<file path="src/rtl/core/htc_pkg.sv">
// ----------------------------------------------------------------------------
// htc_pkg: shared types and constants for the heater thermostat controller
// Payload structs, configuration register map, reset values and beep timing.
// ----------------------------------------------------------------------------
package htc_pkg;

  localparam int unsigned SW_W     = 12;
  localparam int unsigned TEMP_W   = 8;
  localparam int unsigned MARGIN_W = 5;
  localparam int unsigned DEB_W    = 4;
  localparam int unsigned BEEP_W   = 13;
  localparam int unsigned START_W  = 10;
  localparam int unsigned CFG_IDX_W  = 3;
  localparam int unsigned CFG_DATA_W = 12;

  localparam logic [BEEP_W-1:0]  LONG_BEEP_TICKS   = BEEP_W'(5000);
  localparam logic [BEEP_W-1:0]  MID_BEEP_TICKS    = BEEP_W'(2000);
  localparam logic [BEEP_W-1:0]  SHORT_BEEP_TICKS  = BEEP_W'(500);
  localparam logic [START_W-1:0] START_DELAY_TICKS = START_W'(1000);

  // configuration register indexes
  typedef enum logic [CFG_IDX_W-1:0] {
    REG_SW_HIGH     = 3'd0,
    REG_SW_MID      = 3'd1,
    REG_TGT_LOW     = 3'd2,
    REG_TGT_MID     = 3'd3,
    REG_TGT_HIGH    = 3'd4,
    REG_OFF_MARGIN  = 3'd5,
    REG_RHT_MARGIN  = 3'd6,
    REG_DEB_LIMIT   = 3'd7
  } htc_reg_t;

  typedef enum logic [1:0] {
    LVL_LOW  = 2'd0,
    LVL_MID  = 2'd1,
    LVL_HIGH = 2'd2
  } htc_level_t;

  typedef enum logic [1:0] {
    ST_IDLE    = 2'd0,
    ST_HEATING = 2'd1,
    ST_REHEAT  = 2'd2,
    ST_DONE    = 2'd3
  } htc_state_t;

  // alarm flag bit positions
  localparam int unsigned ALM_SHORT = 0;
  localparam int unsigned ALM_MID   = 1;
  localparam int unsigned ALM_LONG  = 2;

  typedef struct packed {
    logic [TEMP_W-1:0] temperature;
    logic [SW_W-1:0]   switch_reading;
  } htc_in_t;

  typedef struct packed {
    logic       relay_on;
    logic       green_led;
    logic       buzzer_on;
    logic [1:0] target_level;
    logic [1:0] heat_state;
    logic       heater_status;
  } htc_out_t;

  typedef struct packed {
    logic [SW_W-1:0]     switch_high_threshold;
    logic [SW_W-1:0]     switch_mid_threshold;
    logic [TEMP_W-1:0]   target_low;
    logic [TEMP_W-1:0]   target_mid;
    logic [TEMP_W-1:0]   target_high;
    logic [MARGIN_W-1:0] off_margin;
    logic [MARGIN_W-1:0] reheat_margin;
    logic [DEB_W-1:0]    debounce_limit;
  } htc_cfg_t;

  localparam htc_cfg_t CFG_RESET = '{
    switch_high_threshold: SW_W'(2596),
    switch_mid_threshold:  SW_W'(1096),
    target_low:            TEMP_W'(20),
    target_mid:            TEMP_W'(30),
    target_high:           TEMP_W'(38),
    off_margin:            MARGIN_W'(2),
    reheat_margin:         MARGIN_W'(5),
    debounce_limit:        DEB_W'(5)
  };

  typedef struct packed {
    logic [1:0]         last_level;
    logic [START_W-1:0] startup_ticks;
    htc_state_t         machine_state;
    logic               heater_flag;
    logic               relay_reg;
    logic               green_reg;
    logic [DEB_W-1:0]   idle_debounce;
    logic [DEB_W-1:0]   heat_debounce;
    logic [DEB_W-1:0]   reheat_on_debounce;
    logic [DEB_W-1:0]   reheat_off_debounce;
    logic [2:0]         alarm_flags;
    logic [BEEP_W-1:0]  beep_ticks;
  } htc_ctx_t;

  typedef struct packed {
    logic             fire;
    logic [DEB_W-1:0] cnt;
  } htc_qual_t;

  // debounce step: a qualifying tick with the count at the limit fires
  function automatic htc_qual_t qualify(input logic cond, input logic [DEB_W-1:0] cnt,
                                        input logic [DEB_W-1:0] limit);
    htc_qual_t q;
    q.fire = 1'b0;
    q.cnt  = '0;
    if (cond) begin
      if (cnt >= limit) begin
        q.fire = 1'b1;
      end else begin
        q.cnt = cnt + DEB_W'(1);
      end
    end
    return q;
  endfunction

endpackage

</file>
<file path="src/rtl/core/htc_step.sv">
// ----------------------------------------------------------------------------
// htc_step: next-state and result logic for one tick
// Level select, startup delay, heater machine with debounce, beep timer.
// ----------------------------------------------------------------------------
module htc_step (
  input  htc_pkg::htc_cfg_t cfg,
  input  htc_pkg::htc_ctx_t ctx,
  input  htc_pkg::htc_in_t  item,
  output htc_pkg::htc_ctx_t ctx_next,
  output htc_pkg::htc_out_t result
);
  import htc_pkg::*;

  logic [1:0]          level;
  logic [TEMP_W-1:0]   target;
  logic [TEMP_W:0]     off_point;   // target + off margin
  logic [TEMP_W:0]     reheat_sum;  // temperature + reheat margin
  logic                run;
  htc_qual_t           q;
  logic                buzz;
  logic [BEEP_W-1:0]   limit;
  logic [BEEP_W-1:0]   beep_inc;
  logic [1:0]          bit_sel;
  logic                have_beep;

  always_comb begin
    ctx_next = ctx;
    q        = '0;
    buzz     = 1'b0;
    limit    = '0;
    bit_sel  = 2'(ALM_SHORT);
    have_beep = 1'b0;

    // level select, high test first
    if (item.switch_reading >= cfg.switch_high_threshold) begin
      level = LVL_HIGH;
    end else if (item.switch_reading >= cfg.switch_mid_threshold) begin
      level = LVL_MID;
    end else begin
      level = LVL_LOW;
    end
    if (level != ctx.last_level) begin
      ctx_next.alarm_flags[ALM_SHORT] = 1'b1;
      ctx_next.last_level = level;
    end
    unique case (level)
      LVL_HIGH: target = cfg.target_high;
      LVL_MID:  target = cfg.target_mid;
      default:  target = cfg.target_low;
    endcase

    off_point  = {1'b0, target} + (TEMP_W+1)'(cfg.off_margin);
    reheat_sum = {1'b0, item.temperature} + (TEMP_W+1)'(cfg.reheat_margin);

    // startup delay saturates at the limit
    if (ctx.startup_ticks < START_DELAY_TICKS) begin
      ctx_next.startup_ticks = ctx.startup_ticks + START_W'(1);
    end
    run = (ctx_next.startup_ticks >= START_DELAY_TICKS);

    if (run) begin
      unique case (ctx.machine_state)
        ST_IDLE: begin
          if (item.temperature <= target) begin
            q = qualify(1'b1, ctx.idle_debounce, cfg.debounce_limit);
            ctx_next.idle_debounce = q.cnt;
            if (q.fire) begin
              ctx_next.heater_flag   = 1'b1;
              ctx_next.alarm_flags[ALM_MID] = 1'b1;
              ctx_next.machine_state = ST_HEATING;
              ctx_next.relay_reg     = 1'b1;
              ctx_next.green_reg     = 1'b0;
            end
          end else begin
            ctx_next.idle_debounce = '0;
            ctx_next.relay_reg     = 1'b0;
            ctx_next.green_reg     = 1'b1;
          end
        end
        ST_HEATING: begin
          q = qualify({1'b0, item.temperature} >= off_point, ctx.heat_debounce,
                      cfg.debounce_limit);
          ctx_next.heat_debounce = q.cnt;
          if (q.fire) begin
            ctx_next.heater_flag   = 1'b0;
            ctx_next.machine_state = ST_REHEAT;
            ctx_next.relay_reg     = 1'b0;
            ctx_next.green_reg     = 1'b1;
            ctx_next.alarm_flags[ALM_LONG] = 1'b1;
          end
        end
        ST_REHEAT: begin
          if (!ctx.heater_flag) begin
            q = qualify(reheat_sum <= {1'b0, target}, ctx.reheat_on_debounce,
                        cfg.debounce_limit);
            ctx_next.reheat_on_debounce = q.cnt;
            if (q.fire) begin
              ctx_next.heater_flag = 1'b1;
              ctx_next.alarm_flags[ALM_MID] = 1'b1;
              ctx_next.relay_reg   = 1'b1;
              ctx_next.green_reg   = 1'b0;
            end
          end else begin
            q = qualify({1'b0, item.temperature} >= off_point, ctx.reheat_off_debounce,
                        cfg.debounce_limit);
            ctx_next.reheat_off_debounce = q.cnt;
            if (q.fire) begin
              ctx_next.heater_flag = 1'b0;
              ctx_next.relay_reg   = 1'b0;
              ctx_next.green_reg   = 1'b1;
              ctx_next.alarm_flags[ALM_SHORT] = 1'b1;
            end
          end
        end
        default: begin
          // done: hold everything
        end
      endcase
    end

    // beep timer, priority long, mid, short
    priority if (ctx_next.alarm_flags[ALM_LONG]) begin
      bit_sel = 2'(ALM_LONG);  limit = LONG_BEEP_TICKS;  have_beep = 1'b1;
    end else if (ctx_next.alarm_flags[ALM_MID]) begin
      bit_sel = 2'(ALM_MID);   limit = MID_BEEP_TICKS;   have_beep = 1'b1;
    end else if (ctx_next.alarm_flags[ALM_SHORT]) begin
      bit_sel = 2'(ALM_SHORT); limit = SHORT_BEEP_TICKS; have_beep = 1'b1;
    end else begin
      have_beep = 1'b0;
    end
    beep_inc = ctx.beep_ticks + BEEP_W'(1);
    if (have_beep) begin
      if (beep_inc >= limit) begin
        ctx_next.beep_ticks = '0;
        ctx_next.alarm_flags[bit_sel] = 1'b0;
      end else begin
        ctx_next.beep_ticks = beep_inc;
        buzz = 1'b1;
      end
    end

    result.relay_on      = ctx_next.relay_reg;
    result.green_led     = ctx_next.green_reg;
    result.buzzer_on     = buzz;
    result.target_level  = level;
    result.heat_state    = ctx_next.machine_state;
    result.heater_status = ctx_next.heater_flag;
  end

endmodule

</file>
<file path="src/rtl/core/heater_thermostat_controller_core.sv">
// ----------------------------------------------------------------------------
// heater_thermostat_controller_core: bang-bang heater thermostat, one tick/item
// The result is registered and valid in the cycle after the input transfer.
// Throughput: one item per cycle; the tick logic settles in one pass ahead
// of the result register, and input is taken whenever that register is free
// or being drained in the same cycle.
// Reset: synchronous, active high; state cleared, registers to defaults.
// ----------------------------------------------------------------------------
module heater_thermostat_controller_core (
  input  logic                                    clk,
  input  logic                                    rst,
  // configuration writes
  input  logic                                    cfg_write,
  input  logic [htc_pkg::CFG_IDX_W-1:0]           cfg_index,
  input  logic [htc_pkg::CFG_DATA_W-1:0]          cfg_data,
  // tick input
  input  logic                                    in_valid,
  output logic                                    in_ready,
  input  htc_pkg::htc_in_t                        in_data,
  // result output
  output logic                                    out_valid,
  input  logic                                    out_ready,
  output htc_pkg::htc_out_t                       out_data
);
  import htc_pkg::*;

  htc_cfg_t cfg;
  htc_ctx_t ctx;
  htc_ctx_t ctx_next;
  htc_out_t result;
  logic     in_xfer;

  // Take a new tick when the result slot is empty or empties this cycle.
  assign in_ready = !out_valid || out_ready;
  assign in_xfer  = in_valid && in_ready;

  // Configuration registers; the user must write them only while idle, the block does not enforce it.
  always_ff @(posedge clk) begin
    if (rst) begin
      cfg <= CFG_RESET;
    end else if (cfg_write) begin
      unique case (htc_reg_t'(cfg_index))
        REG_SW_HIGH:    cfg.switch_high_threshold <= cfg_data[SW_W-1:0];
        REG_SW_MID:     cfg.switch_mid_threshold  <= cfg_data[SW_W-1:0];
        REG_TGT_LOW:    cfg.target_low            <= cfg_data[TEMP_W-1:0];
        REG_TGT_MID:    cfg.target_mid            <= cfg_data[TEMP_W-1:0];
        REG_TGT_HIGH:   cfg.target_high           <= cfg_data[TEMP_W-1:0];
        REG_OFF_MARGIN: cfg.off_margin            <= cfg_data[MARGIN_W-1:0];
        REG_RHT_MARGIN: cfg.reheat_margin         <= cfg_data[MARGIN_W-1:0];
        REG_DEB_LIMIT:  cfg.debounce_limit        <= cfg_data[DEB_W-1:0];
        default: ;
      endcase
    end
  end

  // All tick work: level, startup, heater machine, beep timer.
  htc_step u_step (
    .cfg      (cfg),
    .ctx      (ctx),
    .item     (in_data),
    .ctx_next (ctx_next),
    .result   (result)
  );

  // Controller state advances once per accepted tick.
  always_ff @(posedge clk) begin
    if (rst) begin
      ctx <= '0;
    end else if (in_xfer) begin
      ctx <= ctx_next;
    end
  end

  // Result register: holds a result until its transfer.
  always_ff @(posedge clk) begin
    if (rst) begin
      out_valid <= 1'b0;
    end else if (in_xfer) begin
      out_valid <= 1'b1;
    end else if (out_ready) begin
      out_valid <= 1'b0;
    end
  end

  always_ff @(posedge clk) begin
    if (in_xfer) begin
      out_data <= result;
    end
  end

endmodule

</file>
<file path="config.mk">
export PLATFORM = sky130hd
export DESIGN_NAME = heater_thermostat_controller_core
export DESIGN_NICKNAME = d
export VERILOG_FILES = /design/src/rtl/core/htc_pkg.sv /design/src/rtl/core/htc_step.sv /design/src/rtl/core/heater_thermostat_controller_core.sv
export SDC_FILE = /design/constraint.sdc
export NUM_CORES = 1
export LEC_CHECK = 0
export BUFFER_PORTS_ARGS = -buffer_cell sky130_fd_sc_hd__buf_2
export CAP_MARGIN = 10
export CORE_UTILIZATION = 57
export DETAILED_ROUTE_END_ITERATION = 10
export PLACE_DENSITY = 0.75
export SLEW_MARGIN = 20
export SYNTH_ARGS = -nofsm -noshare
export SYNTH_HDL_FRONTEND = slang
export SYNTH_HIERARCHICAL = 1
export SYNTH_SLANG_ARGS = --single-unit
</file>
<file path="constraint.sdc">
create_clock -name clk -period 7.65 [get_ports clk]
set_clock_uncertainty 0.1 [all_clocks]
set_input_delay 0 -clock clk [delete_from_list [all_inputs] [get_ports clk]]
set_output_delay 0 -clock clk [all_outputs]
set_load 0.005 [all_outputs]
</file>
### After elaboration in Yosys (flattened, before gate mapping)

Index checks and enable logic that the tools add are counted.

| word-level totals | value |
|---|---|
| flip-flop bits (word level) | 120 |
| output and inout bits | 10 |
| logic and storage cells | 153 |
| input bits | 40 |

| cells by class | value |
|---|---|
| mux-type cells | 68 |
| reduce and logical (&&, ||, !) cells | 21 |
| add/sub/neg operators | 8 |
| magnitude comparators | 14 |
| bitwise gates (word level) | 3 |
| equal/unequal tests | 12 |

Operator list:

| kind | number |
|---|---|
| 5-bit two-way mux | 16 |
| 13-bit two-way mux | 3 |
| 4-bit two-way mux | 8 |
| 12-bit >= comparator | 2 |
| 24-bit two-way mux | 1 |
| 1-bit two-way mux | 23 |
| 2-bit AND reduction | 10 |
| 8-bit by 5-bit adder with 9-bit output | 2 |
| 4-bit by 1-bit adder with 4-bit output, second input constant | 4 |
| 4-bit >= comparator | 4 |
| 16-bit two-way mux | 1 |
| 8-bit case mux with 2 select lines | 1 |
| 3-bit two-way mux | 5 |
| 13-bit by 1-bit adder with 13-bit output, second input constant | 1 |
| 13-bit >= comparator | 1 |
| 3-bit == test, second input constant | 4 |
| 10-bit by 1-bit adder with 10-bit output, second input constant | 1 |
| 10-bit >= comparator, second input constant | 1 |
| 10-bit < comparator, second input constant | 1 |
| 10-bit two-way mux | 1 |
| 8-bit by 9-bit >= comparator with 1-bit output | 1 |
| 9-bit by 8-bit <= comparator with 1-bit output | 1 |
| 9-bit two-way mux | 1 |
| 3-bit case mux with 3 select lines | 1 |
| 25 further kinds | 32 |

### Logic depth before layout (Yosys ltp)

| depth | value |
|---|---|
| depth after elaboration | 25 |
| gate-level depth with buffers | 43 |
| gate-level depth less buffers | 38 |

### Cells and area by module

Netlist, hierarchy kept.

Modules (own cells, without submodules):

| module | sequential area each (sq um) | area an instance (sq um) | cells an instance | instances |
|---|---|---|---|---|
| heater_thermostat_controller_core | 2482.4 | 4629.4 | 480 | 1 |
| htc_step | 0.0 | 4087.7 | 584 | 1 |

### Least setup slack after synthesis

Ideal clock, no wire load.

| path | value |
|---|---|
| kind | flip-flop to flip-flop |
| start | reg, netlist name cfg[59] |
| end | reg, netlist name ctx[5] |
| library setup time | 132 ps |
| data arrival time | 6815 ps |
| data required time | 7418 ps |
| cell stages (with the launch flop) | 44 |
| buffers on the path | 5 |
| setup slack | 603 ps |
| clock period less this slack | 7047 ps |
| path through | dfxtp_1 > inv_1 > ha_1 > nand4_1 > or2_0 > or4_1 > and3_1 > buf_6 > inv_6 > buf_8 > clkbuf_1 > nand2_1 > o21ai_0 > ha_1 > inv_1 > fa_1 > inv_1 > a21oi_1 > (+8 left out) > a21o_1 > and2_4 > buf_8 > a21oi_1 > nor2b_1 > ha_1 > nand2_1 > a21boi_0 > o21ai_0 > a211o_1 > o21ai_0 > a311o_1 > clkbuf_1 > nor2_1 > o21ai_0 > o41ai_2 > nand3_1 > a21oi_1 |

==> run summary <==
* **Routed wire per std cell** 15.5 um
* **max_cap viols** 0
* **Clock Pin Slew Worst Setup and Hold Paths** 0.06 ns
* **count of input and output buffers** 49
* **Net Sw Frac** 28.1%
* **gpl congestion** 0.852
* **total power** 1.74 mW
* **DIE HEIGHT** 126 um
* **start point of the worst hold path** in_valid
* **HPWL Detailed** 13.4 mm
* **antenna cell count** 0
* **site row count** 44
* **vias per std cell** 5.93
* **Comb pwr share** 15.3%
* **EDFF count, synth** 8
* **Critical Path Start Type** register
* **measured slew at the worst slew-check pin** 1.03 ns
* **total number of clock tree sinks** 120
* **core region area** 0.0148 mm^2
* **Syn Inst Count** 1064
* **number of top-level pins** 50
* **arrival time worst endpoint** 7.33 ns
* **leakage power total** 3.92 nW
* **capturing element type of the critical path** register
* **Cell Area, Placed** 0.00886 mm^2
* **TritonCTS buffer count** 17
* **cell area after layout** 0.00973 mm^2
* **TritonCTS clock tree** yes
* **power density normalized to cell area** 179 mW/mm^2
* **Yosys Warn Count** 6
* **total overflow reported by the global router** 0
* **proportion of register bits with asynchronous set or reset after synthesis** 0%
* **failing checks** design-rule violations
* **FF-to-FF setup slack** 0.47 ns
* **part of the cycle the worst path needs** 93.8%
* **Hold Path End** ctx[0]
* **max-slew violations** 0
* **main flop type after synthesis** sky130_fd_sc_hd__dfxtp_1
* **outcome** finished, violations left
* **FILL cells** 1243
* **cell area after technology mapping** 0.00872 mm^2
* **Seq. cell area** 0.00248 mm^2
* **number of distinct library cells after synthesis** 82
* **global-route wire length before repair** 33.5 mm
* **Rel. slew slack** 31.4%
* **hold slack final** 0.0391 ns
* **initial core utilization** 59.1%
* **detailed router's first-iteration violation count** 613
* **largest incremental delay on the critical path** 0.52 ns
* **maximum net fanout on the critical path** 21
* **largest net degree at the start of global routing** 104
* **internal power component** 1.25 mW
* **endpoint of the lowest-slack register-to-register path** ctx[11]
* **Avg Cell Area, Syn** 8.19 um^2
* **r2r worst-path depth** 36
* **part of the total power dissipated in the clock network** 47.0%
* **global routing usage summed across all routing layers** 26.0%
* **hold-critical path depth** 3
* **synth-to-layout area growth** 11.6%
* **total number of nets in the final design** 1222
* **HP Class** input pin to register
* **Clock Tree Buf Depth** 2
* **switching power** 0.488 mW
* **share of total power in sequential cells** 37.7%
* **combined area of the multi-input logic cells** 0.00566 mm^2
* **hold violation count in the final report** 0
* **total negative slack** 0 ns
* **minimum clock period after layout** 7.18 ns
* **share of the core filled with cells in the final layout** 65.9%
* **Synth area leader** sky130_fd_sc_hd__dfxtp_1
* **clock root buffer** sky130_fd_sc_hd__clkbuf_16
* **vias in the first global route** 6999
* **highest ir drop seen on vdd** 0.151 mV
* **Total Die Area** 0.0158 mm^2
* **source of the worst register-to-register timing path** cfg[59]
* **later-pin clock latency in the skew report** 0.42 ns
* **cell mode on critical path** sky130_fd_sc_hd__o21ai_0
* **width of the die** 126 um
* **Detailed Route WL** 20.0 mm
* **post-synthesis sequential element count** 120
* **fraction of synthesized cell area taken by the top area cell type** 25.7%
* **endpoints failing setup** 0
* **Critical Path RT** 7.81 ns
* **Setup CP Type** register to register
* **initial antenna violation count** 0
* **Post-DRT Antenna Nets** 0
* **count of TritonRoute iterations in the first routing pass** 8
* **timing-limited maximum frequency** 0.139 GHz
* **number of DRC violations after detailed routing** 3
* **number of nets produced by synthesis** 1196
* **highest-delay cell along the critical path** sky130_fd_sc_hd__or4_1
* **main area contributors after synthesis** sky130_fd_sc_hd__dfxtp_1 (26%), sky130_fd_sc_hd__ha_1 (13%), sky130_fd_sc_hd__a21oi_1 (6.9%)
* **fraction of final layout cells sized beyond drive strength 1** 15.7%
* **part of the Yosys area used for sequential elements** 28.5%
* **DR vias** 7633
* **total number of H-tree levels** 4
power by group through the flow:
stage	clock network, mW	logic (mW)	registers [mW]
3_5_place_dp	0	0.250	0.669
3_3_place_gp	0	0.244	0.669
6_report	0.816	0.266	0.655
4_1_cts	0.829	0.262	0.655
5_1_grt	0.855	0.298	0.657
2_1_floorplan	0	0.195	0.665
sequential cells by signal (all words and copies together), names as in the netlist:
| register | cells |
|---|---|
| out_data | 8 |
| cfg | 62 |
| ctx | 49 |
| out_valid | 1 |
cell families (layout without fill, tap and decap cells):
group	Yosys count	in the layout	share of synthesized area [%]
multiplexers	31	31	3.57
buffers and inverters	130	169	6.99
AND/OR/NAND/NOR	357	357	20.9
XOR/XNOR	26	26	2.61
flip-flops	120	120	28.5
AO/OA/AOI/OAI	308	308	24.1
adder cells (fa/ha/maj)	92	92	13.4
metrics by stage:
stage	setup WS (ns)	std cells
floorplan	0.603	1064
global placement	0.494	1231
detailed placement	0.197	1231
CTS	0.125	1285
global route	-0.0118	1287
finish	0.472	1287
placed cells by master, fill, tap and decap left out, types with 4 or more instances in the layout:
master | netlist | routed
sky130_fd_sc_hd__a211oi_1 | 7 | 7
sky130_fd_sc_hd__a21bo_2 | 49 | 49
sky130_fd_sc_hd__a21o_1 | 18 | 18
sky130_fd_sc_hd__a21oi_1 | 120 | 119
sky130_fd_sc_hd__a31oi_1 | 5 | 4
sky130_fd_sc_hd__and2_1 | 4 | 4
sky130_fd_sc_hd__and3_1 | 11 | 10
sky130_fd_sc_hd__buf_2 | 15 | 48
sky130_fd_sc_hd__buf_4 | 12 | 8
sky130_fd_sc_hd__clkbuf_16 | 0 | 17
sky130_fd_sc_hd__dfxtp_1 | 112 | 112
sky130_fd_sc_hd__dlygate4sd3_1 | 0 | 22
sky130_fd_sc_hd__edfxtp_1 | 8 | 8
sky130_fd_sc_hd__ha_1 | 90 | 90
sky130_fd_sc_hd__inv_1 | 57 | 57
sky130_fd_sc_hd__inv_6 | 1 | 7
sky130_fd_sc_hd__mux2i_1 | 30 | 30
sky130_fd_sc_hd__nand2_1 | 92 | 92
sky130_fd_sc_hd__nand2b_1 | 23 | 22
sky130_fd_sc_hd__nand3_1 | 67 | 67
sky130_fd_sc_hd__nand4_1 | 12 | 12
sky130_fd_sc_hd__nor2_1 | 68 | 68
sky130_fd_sc_hd__nor3_1 | 35 | 35
sky130_fd_sc_hd__o211ai_1 | 5 | 5
sky130_fd_sc_hd__o21a_1 | 11 | 10
sky130_fd_sc_hd__o21ai_0 | 43 | 42
sky130_fd_sc_hd__o21ai_1 | 5 | 5
sky130_fd_sc_hd__o21bai_1 | 5 | 5
sky130_fd_sc_hd__or2_2 | 4 | 4
sky130_fd_sc_hd__or3_1 | 4 | 4
sky130_fd_sc_hd__or4_1 | 4 | 4
sky130_fd_sc_hd__xnor2_1 | 12 | 12
sky130_fd_sc_hd__xor2_1 | 14 | 14
how the worst max path moves through the flow:
stage | start | to | cells after the start
final | cfg[59] | ctx[11] | 36
after global routing | cfg[60] | ctx[10] | 36
after CTS | cfg[50] | ctx[5] | 33
after detailed placement | cfg[50] | ctx[5] | 33
after global placement | cfg[50] | ctx[5] | 35
after floorplan | cfg[59] | ctx[5] | 43
routing by layer:
metal  up-vias  part of all wire (%)  track usage, %
met3        21                   4.3            4.04
met2       153                    48            44.0
li1       3868                     -               -
met1      3591                    47            33.9
met5         -                     0               0
met4         0                   1.2            8.32
synthesized netlist by cell type (14+ instances only):
cell type / count
sky130_fd_sc_hd__nand3_1: 67
sky130_fd_sc_hd__o21ai_0: 43
sky130_fd_sc_hd__clkbuf_1: 36
sky130_fd_sc_hd__nand2_1: 92
sky130_fd_sc_hd__inv_1: 57
sky130_fd_sc_hd__a21o_1: 18
sky130_fd_sc_hd__a21bo_2: 49
sky130_fd_sc_hd__a21oi_1: 120
sky130_fd_sc_hd__buf_2: 15
sky130_fd_sc_hd__nor3_1: 35
sky130_fd_sc_hd__mux2i_1: 30
sky130_fd_sc_hd__xor2_1: 14
sky130_fd_sc_hd__dfxtp_1: 112
sky130_fd_sc_hd__nand2b_1: 23
sky130_fd_sc_hd__ha_1: 90
sky130_fd_sc_hd__nor2_1: 68
worst max-delay path: cells and delay by family, from the launching register on:
| family | cells | cell delay [ns] |
|---|---|---|
| and+or+nand+nor | 9 | 1.76 |
| AOI/OAI and AO/OA | 18 | 3.09 |
| adders and majority gates | 4 | 1.13 |
| xor gates and xnor gates | 1 | 0.10 |
| DFF | 1 | 0.33 |
| buffers and inverters | 4 | 0.49 |
repair_timing:
action	CTS	global route
hold buffers	22	0
setup endpoints to repair	0	15
setup buffers	0	2
gates resized for setup	0	8
endpoints found under the hold margin	62	0
area by class of cell:
cell class / count / area share (%)
tap: 184 / 2.37
inverter: 58 / 2.29
multi-input combinational: 814 / 58.2
clock inverter: 14 / 1.67
clock buffer: 18 / 4.51
sequential: 120 / 25.5
timing repair buffer: 79 / 5.47
Note: power is estimated with default switching activity, not from simulation.
